$ cat src/rtl/command_line_field_parser_assert.svh
// assertion macros for the command line field parser
// expects clk and rst_n in the scope of the module that uses them
`ifndef COMMAND_LINE_FIELD_PARSER_ASSERT_SVH
`define COMMAND_LINE_FIELD_PARSER_ASSERT_SVH
`ifndef NO_ASSERTIONS
`define CLFP_ASSERT(label, prop, msg) \
    label: assert property (@(posedge clk) disable iff (!rst_n) prop) else $error(msg);
`define CLFP_ASSERT_ALWAYS(label, prop, msg) \
    label: assert property (@(posedge clk) prop) else $error(msg);
`else
`define CLFP_ASSERT(label, prop, msg)
`define CLFP_ASSERT_ALWAYS(label, prop, msg)
`endif
`endif

$ cat src/rtl/clfp_pkg.sv
// shared constants, types and character classes of the command line field parser
// no dependencies
package clfp_pkg;

    localparam int LINE_CHARS  = 64;
    localparam int FIELD_LIMIT = 8;

    localparam logic [7:0] CH_BS    = 8'd8;
    localparam logic [7:0] CH_DEL   = 8'd127;
    localparam logic [7:0] CH_CR    = 8'd13;
    localparam logic [7:0] CH_SPACE = 8'd32;
    localparam logic [7:0] CH_TILDE = 8'd126;
    localparam logic [7:0] CH_MINUS = 8'd45;
    localparam logic [7:0] CH_ZERO  = 8'd48;
    localparam logic [7:0] CH_NINE  = 8'd57;
    localparam logic [7:0] CH_UP_A  = 8'd65;
    localparam logic [7:0] CH_UP_F  = 8'd70;
    localparam logic [7:0] CH_UP_Z  = 8'd90;
    localparam logic [7:0] CH_LO_A  = 8'd97;
    localparam logic [7:0] CH_LO_F  = 8'd102;
    localparam logic [7:0] CH_LO_X  = 8'd120;
    localparam logic [7:0] CH_LO_Z  = 8'd122;

    typedef struct packed {
        logic in_ready;
        logic do_backspace;
        logic do_append;
        logic scan_init;
        logic scan_read;
        logic scan_eval;
        logic emit_load;
    } ctrl_cmd_t;

    typedef struct packed {
        logic in_valid;
        logic in_is_bs;
        logic in_is_cr;
        logic in_is_print;
        logic count_zero;
        logic count_fill;
        logic scan_last;
        logic emit_last;
        logic out_free;
    } ctrl_sts_t;

    function automatic logic is_letter(input logic [7:0] c);
        return (c >= CH_UP_A && c <= CH_UP_Z) || (c >= CH_LO_A && c <= CH_LO_Z);
    endfunction

    function automatic logic is_digit(input logic [7:0] c);
        return c >= CH_ZERO && c <= CH_NINE;
    endfunction

    function automatic logic is_hex_letter(input logic [7:0] c);
        return (c >= CH_UP_A && c <= CH_UP_F) || (c >= CH_LO_A && c <= CH_LO_F);
    endfunction

    function automatic logic is_field_char(input logic [7:0] c);
        return is_letter(c) || is_digit(c) || c == CH_MINUS;
    endfunction

endpackage

$ cat src/rtl/clfp_if.sv
// valid/ready channels of the command line field parser: characters in, fields out
// no dependencies
interface clfp_char_if;
    logic       valid;
    logic       ready;
    logic [7:0] in_char;

    modport source (output valid, output in_char, input ready);
    modport sink (input valid, input in_char, output ready);
endinterface

interface clfp_field_if;
    logic               valid;
    logic               ready;
    logic [2:0]         field_index;
    logic [3:0]         field_count;
    logic               field_is_number;
    logic [5:0]         field_start;
    logic [6:0]         field_length;
    logic signed [31:0] field_value;
    logic               last;

    modport source (
        output valid, output field_index, output field_count, output field_is_number,
        output field_start, output field_length, output field_value, output last,
        input ready
    );
    modport sink (
        input valid, input field_index, input field_count, input field_is_number,
        input field_start, input field_length, input field_value, input last,
        output ready
    );
endinterface

$ cat src/rtl/command_line_field_parser.sv
// top level of the command line field parser: controller plus datapath
// depends on clfp_pkg, clfp_if, clfp_ctrl and clfp_datapath
//
// Characters are taken one per cycle while the parser is idle: printable bytes are appended to
// the line store, backspace or delete drops the last one, other bytes are dropped. A carriage
// return, or the character that fills the store, closes the line. Closing walks the stored
// characters through the single read port of the line memory, reading and then evaluating each
// one, and then loads one field item per cycle into the output register while the output side
// is free, a single empty item when the line holds no field; the input stays stalled until the
// last item is loaded. An earlier item may still wait on the output while new characters are
// taken. No clearing pass follows reset.
module command_line_field_parser #(
    parameter int LINE_CHARS  = clfp_pkg::LINE_CHARS,
    parameter int FIELD_LIMIT = clfp_pkg::FIELD_LIMIT
) (
    input logic          clk,
    input logic          rst_n,
    clfp_char_if.sink    char_in,
    clfp_field_if.source field_out
);

    clfp_pkg::ctrl_cmd_t cmd;
    clfp_pkg::ctrl_sts_t sts;

    clfp_ctrl u_ctrl (
        .clk   (clk),
        .rst_n (rst_n),
        .sts   (sts),
        .cmd   (cmd)
    );

    clfp_datapath #(
        .LINE_CHARS  (LINE_CHARS),
        .FIELD_LIMIT (FIELD_LIMIT)
    ) u_datapath (
        .clk       (clk),
        .rst_n     (rst_n),
        .char_in   (char_in),
        .field_out (field_out),
        .cmd       (cmd),
        .sts       (sts)
    );

endmodule

$ cat src/rtl/clfp_datapath.sv
// line store, scan registers, field tables and output register of the field parser
// depends on clfp_pkg and clfp_if
module clfp_datapath #(
    parameter int LINE_CHARS  = clfp_pkg::LINE_CHARS,
    parameter int FIELD_LIMIT = clfp_pkg::FIELD_LIMIT
) (
    input  logic               clk,
    input  logic               rst_n,
    clfp_char_if.sink          char_in,
    clfp_field_if.source       field_out,
    input  clfp_pkg::ctrl_cmd_t cmd,
    output clfp_pkg::ctrl_sts_t sts
);

    localparam int CW  = $clog2(LINE_CHARS);
    localparam int CNW = $clog2(LINE_CHARS + 1);
    localparam int FW  = (FIELD_LIMIT > 1) ? $clog2(FIELD_LIMIT) : 1;
    localparam int NW  = $clog2(FIELD_LIMIT + 1);

    logic [7:0]     line_mem [LINE_CHARS];
    logic [7:0]     rdata_reg;
    logic [CNW-1:0] count_reg;
    logic [CW-1:0]  idx_reg;
    logic [NW-1:0]  n_reg;
    logic [FW-1:0]  cur_reg;
    logic [FW-1:0]  emit_reg;
    logic           prev_delim_reg;
    logic           track_reg;
    logic           conv_on_reg;
    logic           hex_reg;
    logic           zero_first_reg;
    logic           first_dig_reg;
    logic [31:0]    num_reg;
    logic [CNW-1:0] len_reg;

    logic [CW-1:0]  start_arr [FIELD_LIMIT];
    logic           kind_arr  [FIELD_LIMIT];
    logic [CNW-1:0] len_arr   [FIELD_LIMIT];
    logic [31:0]    num_arr   [FIELD_LIMIT];
    logic           neg_arr   [FIELD_LIMIT];

    logic               out_valid_reg;
    logic [2:0]         out_index_reg;
    logic [3:0]         out_count_reg;
    logic               out_is_num_reg;
    logic [5:0]         out_start_reg;
    logic [6:0]         out_length_reg;
    logic signed [31:0] out_value_reg;
    logic               out_last_reg;

    logic [7:0]     ch;
    logic           ch_field;
    logic           ch_letter;
    logic           ch_digit;
    logic           ch_hexl;
    logic [3:0]     digit_val;
    logic [31:0]    num_scaled;
    logic [31:0]    num_step;
    logic           start_new;
    logic           cont;
    logic           room;
    logic [FW-1:0]  nidx;
    logic [CNW-1:0] len_next;
    logic           n_zero;
    logic           emit_last;

    assign ch         = rdata_reg;
    assign ch_field   = clfp_pkg::is_field_char(ch);
    assign ch_letter  = clfp_pkg::is_letter(ch);
    assign ch_digit   = clfp_pkg::is_digit(ch);
    assign ch_hexl    = hex_reg && clfp_pkg::is_hex_letter(ch);
    assign digit_val  = ch_digit ? ch[3:0] : (ch[3:0] + 4'd9);
    assign num_scaled = hex_reg ? {num_reg[27:0], 4'b0000}
                                : ({num_reg[28:0], 3'b000} + {num_reg[30:0], 1'b0});
    assign num_step   = num_scaled + 32'(digit_val);
    assign start_new  = prev_delim_reg && ch_field;
    assign cont       = !prev_delim_reg && ch_field && track_reg;
    assign room       = n_reg < NW'(FIELD_LIMIT);
    assign nidx       = n_reg[FW-1:0];
    assign len_next   = len_reg + CNW'(1);
    assign n_zero     = (n_reg == '0);
    assign emit_last  = n_zero || ((NW'(emit_reg) + NW'(1)) == n_reg);

    assign char_in.ready = cmd.in_ready;

    always_comb
    begin
        sts.in_valid    = char_in.valid;
        sts.in_is_bs    = (char_in.in_char == clfp_pkg::CH_BS)
                          || (char_in.in_char == clfp_pkg::CH_DEL);
        sts.in_is_cr    = (char_in.in_char == clfp_pkg::CH_CR);
        sts.in_is_print = (char_in.in_char >= clfp_pkg::CH_SPACE)
                          && (char_in.in_char <= clfp_pkg::CH_TILDE);
        sts.count_zero  = (count_reg == '0);
        sts.count_fill  = (count_reg == CNW'(LINE_CHARS - 1));
        sts.scan_last   = ((CNW'(idx_reg) + CNW'(1)) == count_reg);
        sts.emit_last   = emit_last;
        sts.out_free    = !out_valid_reg || field_out.ready;
    end

    always_ff @(posedge clk or negedge rst_n)
    begin
        if (!rst_n)
        begin
            count_reg     <= '0;
            n_reg         <= '0;
            out_valid_reg <= 1'b0;
        end
        else
        begin
            if (cmd.do_append)
                count_reg <= count_reg + CNW'(1);
            else if (cmd.do_backspace && count_reg != '0)
                count_reg <= count_reg - CNW'(1);
            else if (cmd.emit_load && emit_last)
                count_reg <= '0;

            if (cmd.scan_init)
                n_reg <= '0;
            else if (cmd.scan_eval && start_new && room)
                n_reg <= n_reg + NW'(1);

            if (cmd.emit_load)
                out_valid_reg <= 1'b1;
            else if (field_out.ready)
                out_valid_reg <= 1'b0;
        end
    end

    always_ff @(posedge clk)
    begin
        if (cmd.do_append)
            line_mem[count_reg[CW-1:0]] <= char_in.in_char;
        if (cmd.scan_read)
            rdata_reg <= line_mem[idx_reg];

        if (cmd.scan_init)
        begin
            idx_reg        <= '0;
            prev_delim_reg <= 1'b1;
            track_reg      <= 1'b0;
            emit_reg       <= '0;
        end
        else if (cmd.scan_eval)
        begin
            idx_reg        <= idx_reg + CW'(1);
            prev_delim_reg <= !ch_field;
            if (start_new)
            begin
                track_reg <= room;
                if (room)
                begin
                    cur_reg         <= nidx;
                    len_reg         <= CNW'(1);
                    start_arr[nidx] <= idx_reg;
                    kind_arr[nidx]  <= !ch_letter;
                    len_arr[nidx]   <= CNW'(1);
                    neg_arr[nidx]   <= (ch == clfp_pkg::CH_MINUS);
                    num_reg         <= ch_digit ? 32'(ch[3:0]) : '0;
                    num_arr[nidx]   <= ch_digit ? 32'(ch[3:0]) : '0;
                    conv_on_reg     <= !ch_letter;
                    hex_reg         <= 1'b0;
                    zero_first_reg  <= (ch == clfp_pkg::CH_ZERO);
                    first_dig_reg   <= (ch == clfp_pkg::CH_MINUS);
                end
            end
            else if (cont)
            begin
                len_reg          <= len_next;
                len_arr[cur_reg] <= len_next;
                if (conv_on_reg)
                begin
                    if (ch_digit || ch_hexl)
                    begin
                        num_reg          <= num_step;
                        num_arr[cur_reg] <= num_step;
                        zero_first_reg   <= first_dig_reg && (ch == clfp_pkg::CH_ZERO);
                        first_dig_reg    <= 1'b0;
                    end
                    else if (zero_first_reg && ch == clfp_pkg::CH_LO_X)
                    begin
                        hex_reg        <= 1'b1;
                        zero_first_reg <= 1'b0;
                    end
                    else
                    begin
                        conv_on_reg <= 1'b0;
                    end
                end
            end
        end

        if (cmd.emit_load)
        begin
            emit_reg       <= emit_reg + FW'(1);
            out_index_reg  <= 3'(emit_reg);
            out_count_reg  <= 4'(n_reg);
            out_last_reg   <= emit_last;
            if (n_zero)
            begin
                out_is_num_reg <= 1'b0;
                out_start_reg  <= '0;
                out_length_reg <= '0;
                out_value_reg  <= '0;
            end
            else
            begin
                out_is_num_reg <= kind_arr[emit_reg];
                out_start_reg  <= 6'(start_arr[emit_reg]);
                out_length_reg <= 7'(len_arr[emit_reg]);
                out_value_reg  <= neg_arr[emit_reg] ? (32'sd0 - signed'(num_arr[emit_reg]))
                                                    : signed'(num_arr[emit_reg]);
            end
        end
    end

    assign field_out.valid           = out_valid_reg;
    assign field_out.field_index     = out_index_reg;
    assign field_out.field_count     = out_count_reg;
    assign field_out.field_is_number = out_is_num_reg;
    assign field_out.field_start     = out_start_reg;
    assign field_out.field_length    = out_length_reg;
    assign field_out.field_value     = out_value_reg;
    assign field_out.last            = out_last_reg;

endmodule

$ cat src/rtl/clfp_ctrl.sv
// state machine of the field parser: line editing, scan sequencing, result emission
// depends on clfp_pkg and command_line_field_parser_assert.svh
`include "command_line_field_parser_assert.svh"

module clfp_ctrl (
    input  logic               clk,
    input  logic               rst_n,
    input  clfp_pkg::ctrl_sts_t sts,
    output clfp_pkg::ctrl_cmd_t cmd
);

    localparam logic [1:0] S_IDLE = 2'd0;
    localparam logic [1:0] S_READ = 2'd1;
    localparam logic [1:0] S_EVAL = 2'd2;
    localparam logic [1:0] S_EMIT = 2'd3;

    logic [1:0] state_reg;
    logic [1:0] state_next;

    always_comb
    begin
        cmd        = '0;
        state_next = state_reg;
        unique case (state_reg)
            S_IDLE:
            begin
                cmd.in_ready = 1'b1;
                if (sts.in_valid)
                begin
                    if (sts.in_is_bs)
                    begin
                        cmd.do_backspace = 1'b1;
                    end
                    else if (sts.in_is_cr)
                    begin
                        cmd.scan_init = 1'b1;
                        state_next    = sts.count_zero ? S_EMIT : S_READ;
                    end
                    else if (sts.in_is_print)
                    begin
                        cmd.do_append = 1'b1;
                        if (sts.count_fill)
                        begin
                            cmd.scan_init = 1'b1;
                            state_next    = S_READ;
                        end
                    end
                end
            end
            S_READ:
            begin
                cmd.scan_read = 1'b1;
                state_next    = S_EVAL;
            end
            S_EVAL:
            begin
                cmd.scan_eval = 1'b1;
                state_next    = sts.scan_last ? S_EMIT : S_READ;
            end
            S_EMIT:
            begin
                if (sts.out_free)
                begin
                    cmd.emit_load = 1'b1;
                    if (sts.emit_last)
                        state_next = S_IDLE;
                end
            end
            default:
            begin
                state_next = S_IDLE;
            end
        endcase
    end

    always_ff @(posedge clk or negedge rst_n)
    begin
        if (!rst_n)
            state_reg <= S_IDLE;
        else
            state_reg <= state_next;
    end

    `CLFP_ASSERT(a_empty_close, (state_reg == S_IDLE && sts.in_valid && sts.in_is_cr && sts.count_zero) |=> (state_reg == S_EMIT), "empty line did not go straight to emission")
    `CLFP_ASSERT(a_full_close, (state_reg == S_IDLE && sts.in_valid && !sts.in_is_bs && !sts.in_is_cr && sts.in_is_print && sts.count_fill) |=> (state_reg == S_READ), "full line did not start a scan")
    `CLFP_ASSERT(a_line_done, (cmd.emit_load && sts.emit_last) |=> (state_reg == S_IDLE && sts.count_zero), "line store not emptied after last item")
    `CLFP_ASSERT_ALWAYS(a_no_overlap, !(cmd.emit_load && cmd.do_append), "character taken while results are loaded")

endmodule

$ cat src/flat_wrapper.sv
// flat-port wrapper written by rule: the top's interface ports become plain ports
module command_line_field_parser_flat 
#(
    parameter int LINE_CHARS  = clfp_pkg::LINE_CHARS,
    parameter int FIELD_LIMIT = clfp_pkg::FIELD_LIMIT
)
  (clk, rst_n, char_in_valid, char_in_in_char, char_in_ready, field_out_valid, field_out_field_index, field_out_field_count, field_out_field_is_number, field_out_field_start, field_out_field_length, field_out_field_value, field_out_last, field_out_ready);
  clfp_char_if char_in_i ();
  clfp_field_if field_out_i ();
  input logic clk;
  input logic rst_n;
  input wire logic [$bits(char_in_i.valid)-1:0] char_in_valid;
  input wire logic [$bits(char_in_i.in_char)-1:0] char_in_in_char;
  output wire logic [$bits(char_in_i.ready)-1:0] char_in_ready;
  output wire logic [$bits(field_out_i.valid)-1:0] field_out_valid;
  output wire logic [$bits(field_out_i.field_index)-1:0] field_out_field_index;
  output wire logic [$bits(field_out_i.field_count)-1:0] field_out_field_count;
  output wire logic [$bits(field_out_i.field_is_number)-1:0] field_out_field_is_number;
  output wire logic [$bits(field_out_i.field_start)-1:0] field_out_field_start;
  output wire logic [$bits(field_out_i.field_length)-1:0] field_out_field_length;
  output wire logic [$bits(field_out_i.field_value)-1:0] field_out_field_value;
  output wire logic [$bits(field_out_i.last)-1:0] field_out_last;
  input wire logic [$bits(field_out_i.ready)-1:0] field_out_ready;
  assign char_in_i.valid = char_in_valid;
  assign char_in_i.in_char = char_in_in_char;
  assign char_in_ready = char_in_i.ready;
  assign field_out_valid = field_out_i.valid;
  assign field_out_field_index = field_out_i.field_index;
  assign field_out_field_count = field_out_i.field_count;
  assign field_out_field_is_number = field_out_i.field_is_number;
  assign field_out_field_start = field_out_i.field_start;
  assign field_out_field_length = field_out_i.field_length;
  assign field_out_field_value = field_out_i.field_value;
  assign field_out_last = field_out_i.last;
  assign field_out_i.ready = field_out_ready;
  command_line_field_parser #(.LINE_CHARS(LINE_CHARS), .FIELD_LIMIT(FIELD_LIMIT)) u_core (.clk(clk), .rst_n(rst_n), .char_in(char_in_i), .field_out(field_out_i));
endmodule
$ cat config.mk
export PLATFORM = sky130hd
export DESIGN_NAME = command_line_field_parser_flat
export DESIGN_NICKNAME = d
export VERILOG_FILES = /design/src/rtl/clfp_pkg.sv /design/src/rtl/clfp_if.sv /design/src/rtl/command_line_field_parser.sv /design/src/rtl/clfp_datapath.sv /design/src/rtl/clfp_ctrl.sv /design/src/flat_wrapper.sv
export VERILOG_INCLUDE_DIRS = /design/src /design/src/rtl
export SDC_FILE = /design/constraint.sdc
export NUM_CORES = 1
export LEC_CHECK = 0
export BUFFER_PORTS_ARGS = -buffer_cell sky130_fd_sc_hd__buf_4
export CAP_MARGIN = 25
export CORE_UTILIZATION = 55
export DETAILED_ROUTE_END_ITERATION = 16
export GPL_ROUTABILITY_DRIVEN = 0
export MAX_ROUTING_LAYER = met4
export PLACE_DENSITY_LB_ADDON = 0.3
export SYNTH_ARGS = -nofsm -noshare
export SYNTH_HDL_FRONTEND = slang
export SYNTH_SLANG_ARGS = --single-unit
$ cat constraint.sdc
create_clock -name clk -period 9.6 [get_ports clk]
set_input_delay 0.48 -clock clk [delete_from_list [all_inputs] [get_ports clk]]
set_output_delay 0.48 -clock clk [all_outputs]
set_load 0.01 [all_outputs]
==> flow_metrics.env, run 1 <==
export IMPL_synth_top_cells_by_area="edfxtp_1, mux4_2, nor2_1"
export IMPL_synth_edf_count=998
export IMPL_final_common_cell="edfxtp_1"
export IMPL_synth_seq_cells=1023
export IMPL_worst_pin_slew_ns=0.958
export IMPL_cap_violations=0
export IMPL_critPathArrivalTime_ns=5.73
export IMPL_gr_usage_met1_pct=32.2
export IMPL_area_growth_pct=11.5
export IMPL_start_kind="flip-flop"
export IMPL_utilization_pct=62.2
export IMPL_leakagePower_nw=15.6
export IMPL_yosysTopAreaCell="edfxtp_1"
export IMPL_syn_nets=2525
export IMPL_critPathLaunch="u_core.u_datapath.ch[1]"
export IMPL_die_w_um=283
export IMPL_clock_power_share_pct=41.6
export IMPL_p_sw_mw=1.99
export IMPL_p_seq_share_pct=53.2
export IMPL_total_power_mw=9.34
export IMPL_core_area_um2=77700
export IMPL_ys_flop_type="edfxtp_1"
export IMPL_clock_root_buffer="clkbuf_16"
export IMPL_path_cells="inv_1 > ha_1 > nor2_1 > o21ai_0 > and2_1 > mux2_2 > ha_1 > inv_1 > fa_1 > nor2b_1 > o21bai_1 > or2_2 > nor3_2 > o211ai_1 > a2111oi_4 > nand2_2 > or4_1 > a21oi_1"
export IMPL_cts_buffers=101
export IMPL_end_kind="flip-flop"
export IMPL_crit_slowest_cell="a2111oi_4"
export IMPL_dp_cells=3478
export IMPL_outcome="complete, no violations"
export IMPL_period_share_pct=55.7
export IMPL_antenna_cells=0
export IMPL_p_sw_share_pct=21.3
export IMPL_timing_hold_ws_ns=0.218
export IMPL_fin_cells=3667
export IMPL_wirelength_um=90400
export IMPL_power_share_combinational_pct=5.2
export IMPL_netlist_cell_type_count=79
export IMPL_max_stage_delay_ns=0.54
export IMPL_num_fill_cells=5284
export IMPL_max_freq_mhz=187
export IMPL_antenna_found_initial=0
export IMPL_fin_tns_setup_ns=0
export IMPL_hold_path_class="primary input to async pin"
export IMPL_placed_area_um2=45100
export IMPL_use_met2_pct=38.4
export IMPL_layout_common_cells="edfxtp_1, mux4_2, nor2_1, clkbuf_16, nand2_1"
export IMPL_grt_overflow_total=0
export IMPL_ios=68
export IMPL_synth_cells=2467
export IMPL_postRouteAntennaNets=0
export IMPL_r2r_start="u_core.u_datapath.ch[1]"
export IMPL_vias_per_cell=6.18
export IMPL_synth_seq_area_share_pct=70.4
export IMPL_critPathKind="flip-flop to flip-flop"
export IMPL_p_int_mw=7.35
export IMPL_dp_hpwl_um=55700
export IMPL_synth_cell_area_um2=43400
export IMPL_numPortBuffers=67
export IMPL_postCtsSetupRepairBufs=0
export IMPL_htree_levels=3
export IMPL_required_ns=9.98
export IMPL_hold_violations=0
export IMPL_grt_pass1_wl_um=138000
export IMPL_peakVddDrop_uv=171
export IMPL_drive_gt1_share_pct=21.7
export IMPL_drt_pass1_iterations=5
export IMPL_wl_per_cell_um=24.7
export IMPL_setup_viol_count_final=0
export IMPL_nets=2605
export IMPL_grt_pass1_vias=22576
export IMPL_yosysWarnings=0
export IMPL_final_max_slew_viol_count=0
export IMPL_synth_top_area_share_pct=69.1
export IMPL_finalInstanceArea_um2=48400
export IMPL_dieArea_um2=80000
export IMPL_cts_resized=0
export IMPL_rsz0062_at_grt="false"
export IMPL_met3_usage_pct=3.15
export IMPL_cts_sinks=1023
export IMPL_fp_dieH_um=283
export IMPL_setup_slack_ns=4.25
export IMPL_drt_initial_drc_count=2556
export IMPL_skew_ns=0.0229
export IMPL_avgSynthCellArea_um2=17.6
export IMPL_power_density_nw_per_um2=193
export IMPL_cts_tree="yes"
export IMPL_hold_buffers=1
export IMPL_synthArstFlopShare_pct=1.37
export IMPL_grt_max_degree=109
export IMPL_dp_slack_ns=4.41
export IMPL_clkSlewWorstSetupHoldPaths_ns=0.06
export IMPL_clk_latency_ns=0.66
export IMPL_cp_max_fo=12
export IMPL_relSlewSlack_pct=34.8
export IMPL_num_vias=22679
export IMPL_start_util_pct=55.8
export IMPL_min_period_ns=5.35
export IMPL_rows=102
export IMPL_grt_use_total_pct=23.8
export IMPL_clockBufferDepth=3
export IMPL_drc=0
export IMPL_largest_reg_flops=512
export IMPL_busiest_layer="met2"
cells by family (layout without fill, tap and decap cells):
| logic type | after synthesis | count (layout) | synth area share (%) |
|---|---|---|---|
| xor+xnor | 93 | 93 | 1.88 |
| buf+inv | 164 | 324 | 1.48 |
| mux | 321 | 321 | 15.0 |
| compound gates | 246 | 246 | 3.64 |
| simple gates | 574 | 574 | 6.22 |
| fa+ha+maj | 46 | 46 | 1.36 |
| flops | 1023 | 1023 | 70.4 |
cells in the mapped netlist, types with 4 or more instances:
master	instances
edfxtp_1	998
mux4_2	262
nor2_1	262
nand2_1	100
clkbuf_1	84
a21oi_1	69
o21ai_0	68
xor2_1	52
mux2i_1	49
ha_1	44
xnor2_1	41
nand3_1	38
inv_1	36
buf_1	28
nor3_1	28
nand4_1	19
a31oi_1	16
nand2b_1	16
nor2b_1	16
buf_2	15
a21o_1	14
dfrtp_1	14
or2_2	14
and2_1	12
dfxtp_1	11
and3_1	10
nand3b_1	10
mux2_2	9
nor3b_1	9
o211ai_1	9
nor4_1	8
o31ai_1	8
or3_1	8
o21a_1	7
a211oi_1	6
o21bai_1	6
nand4b_1	5
a211o_1	4
layout make-up:
class / instances / area, um2 / area share (%)
clock buffer: 127 / 2650 / 5.47
clock inverter: 56 / 612 / 1.26
inverter: 36 / 135 / 0.279
multi-input combinational: 1280 / 12300 / 25.4
sequential: 1023 / 30600 / 63.2
tap: 1040 / 1300 / 2.69
timing repair buffer: 105 / 831 / 1.72
final timing paths:
check	to	slack, ns	cells after the start
max in group asynchronous	u_core.u_datapath.n_reg[1]	9.17	2
setup reg to reg	u_core.u_datapath.num_arr[7][31]	4.25	18
setup / recovery	u_core.u_datapath.num_arr[7][31]	4.25	18
min in group clk	u_core.u_ctrl.state_reg[1]	0.22	3
hold reg to reg	u_core.u_datapath.track_reg	0.52	1
hold / removal	u_core.u_datapath.field_out.valid	0.22	2
worst max-delay path: cells and delay by family, from the launching register on:
kind | cells | cell delay [ns]
buffers and inverters | 2 | 0.20
DFF | 1 | 0.52
and+or+nand+nor | 7 | 1.77
muxes | 1 | 0.23
AOI/OAI and AO/OA | 5 | 1.57
adders and majority gates | 3 | 0.78
metal layers:
layer / routed length, um / share of wire [%] / up-vias
met3: 5910 / 6.5 / 145
met5: 0 / 0 / -
li1: - / - / 9977
met1: 37000 / 41 / 11628
met4: 2050 / 2.3 / 0
met2: 45500 / 50 / 929
power groups by stage:
stage / registers, mW / clock network (mW) / logic [mW]
after floorplan: 5.02 / 0 / 0.356
after global placement: 5.06 / 0 / 0.467
after detailed placement: 5.07 / 0 / 0.479
after CTS: 4.97 / 3.94 / 0.483
after global routing: 4.98 / 4.09 / 0.512
final: 4.97 / 3.88 / 0.484
No activity file was read; power rests on OpenSTA's default activity.
==> run 2, diff against run 1 <==
==> constraint.sdc (replaced) <==
create_clock -name clk -period 5.47 [get_ports clk]
set_input_delay 0.2735 -clock clk [delete_from_list [all_inputs] [get_ports clk]]
set_output_delay 0.2735 -clock clk [all_outputs]
set_load 0.01 [all_outputs]
==> run 2 against run 1 <==
Effect of this change:
- worst setup slack got worse by 3.8 ns
- clock-buffer cell count fell by 6
- clock power up 80%
- die area unchanged
- largest cell class unchanged
==> flow_metrics.env, run 2 (same netlist as run 1, synthesis figures left out) <==
export IMPL_total_power_mw=16.6
export IMPL_hold_violations=0
export IMPL_cts_tree="yes"
export IMPL_leakagePower_nw=15.7
export IMPL_layout_common_cells="edfxtp_1, mux4_2, nor2_1, buf_4, clkbuf_16"
export IMPL_nets=2618
export IMPL_vias_per_cell=6.26
export IMPL_fp_dieH_um=283
export IMPL_htree_levels=3
export IMPL_cts_buffers=101
export IMPL_drive_gt1_share_pct=22.4
export IMPL_wirelength_um=92300
export IMPL_critPathKind="flip-flop to flip-flop"
export IMPL_outcome="complete, no violations"
export IMPL_grt_pass1_wl_um=141000
export IMPL_grt_overflow_total=0
export IMPL_worst_pin_slew_ns=1.03
export IMPL_rows=102
export IMPL_grt_max_degree=68
export IMPL_dp_hpwl_um=56700
export IMPL_max_freq_mhz=200
export IMPL_drt_initial_drc_count=2419
export IMPL_postRouteAntennaNets=0
export IMPL_numPortBuffers=67
export IMPL_peakVddDrop_uv=414
export IMPL_final_common_cell="edfxtp_1"
export IMPL_finalInstanceArea_um2=48600
export IMPL_hold_path_class="primary input to flip-flop"
export IMPL_grt_pass1_vias=22969
export IMPL_core_area_um2=77700
export IMPL_end_kind="flip-flop"
export IMPL_power_density_nw_per_um2=341
export IMPL_start_util_pct=55.8
export IMPL_clockBufferDepth=3
export IMPL_fin_tns_setup_ns=0
export IMPL_cp_max_fo=10
export IMPL_cap_violations=0
export IMPL_r2r_cells=18
export IMPL_timing_hold_ws_ns=0.0251
export IMPL_drc=0
export IMPL_num_vias=23059
export IMPL_cts_sinks=1023
export IMPL_critPathArrivalTime_ns=5.42
export IMPL_min_delay_path_depth=3
export IMPL_final_max_slew_viol_count=0
export IMPL_setup_viol_count_final=0
export IMPL_period_share_pct=91.2
export IMPL_wl_per_cell_um=25.0
export IMPL_min_period_ns=4.99
export IMPL_dieArea_um2=80000
export IMPL_start_kind="flip-flop"
export IMPL_clk_latency_ns=0.67
export IMPL_rsz0062_at_grt="false"
export IMPL_clkSlewWorstSetupHoldPaths_ns=0.06
export IMPL_grt_use_total_pct=24.3
export IMPL_area_growth_pct=12.1
export IMPL_die_w_um=283
export IMPL_placed_area_um2=45100
export IMPL_ios=68
export IMPL_clock_root_buffer="clkbuf_16"
export IMPL_drt_pass1_iterations=7
export IMPL_required_ns=5.91
export IMPL_largest_reg_flops=512
export IMPL_antenna_cells=0
export IMPL_skew_ns=0.0339
export IMPL_relSlewSlack_pct=30.2
export IMPL_antenna_found_initial=0
[run 2: through the flow]
step	setup slack, ns	utilization [%]	instances
global route	0.147	62.5	3684
floorplan	0.378	-	2467
detailed placement	0.458	58.1	3487
finish	0.482	62.5	3684
CTS	0.352	62.5	3679
global placement	0.619	58.1	3487
[run 2: worst paths after layout]
check,to,slack (ns),from
max,u_core.u_datapath.num_arr[1][31],0.48,u_core.u_datapath.ch[1]
min,u_core.u_datapath.field_out.valid,0.03,field_out_ready
max reg2reg,u_core.u_datapath.num_arr[1][31],0.48,u_core.u_datapath.ch[1]
min reg2reg,u_core.u_datapath.track_reg,0.52,u_core.u_datapath.track_reg
max in group asynchronous,u_core.u_datapath.n_reg[1],4.04,rst_n
min in group asynchronous,u_core.u_ctrl.state_reg[0],0.57,rst_n
[run 2: area by class of cell]
| class | instances | area [um2] |
|---|---|---|
| Timing Repair Buffer | 118 | 941 |
| Fill cell | 5259 | 29100 |
| Tap cell | 1040 | 1300 |
| Clock inverter | 66 | 711 |
| Clock buffer | 121 | 2660 |
| Multi-Input combinational cell | 1280 | 12300 |
| Inverter | 36 | 135 |
| Sequential cell | 1023 | 30600 |
[run 2: timing repair]
action,4_1_cts,5_1_grt
hold endpoints to repair,18,0
hold buffers,5,0
gates resized for setup,0,1
buffers inserted,0,0
setup endpoints to repair,0,8
[run 2: where the power goes]
| group | total [mW] | internal (mW) | leakage, nW | switching, mW |
|---|---|---|---|---|
| Sequential | 8.74 | 8.62 | 9.15 | 0.119 |
| Combinational | 0.851 | 0.365 | 4.94 | 0.486 |
| Clock | 6.98 | 4.08 | 1.64 | 2.90 |
| Total | 16.6 | 13.1 | 15.7 | 3.50 |
[run 2: per-layer routing]
metal	up-vias	part of all wire, %	global-route usage [%]
met2	987	50	39.2
met1	11879	40	32.9
li1	10014	-	-
met5	-	0	-
met4	0	2.7	7.01
met3	179	6.5	3.08
[run 2: worst max-delay path: stages (launching register included)]
cell and delay [ns]:
edfxtp_1 0.52, inv_1 0.12, ha_1 0.23, nor2_1 0.11
o21ai_0 0.08, and2_1 0.21, buf_4 0.17, nand2b_1 0.15
xor2_1 0.18, fa_1 0.50, nor2b_1 0.14, o21bai_1 0.10
or2_2 0.32, nor3_2 0.21, o211ai_1 0.22, a2111oi_4 0.53
nand2_2 0.13, or4_1 0.51, a21oi_2 0.32
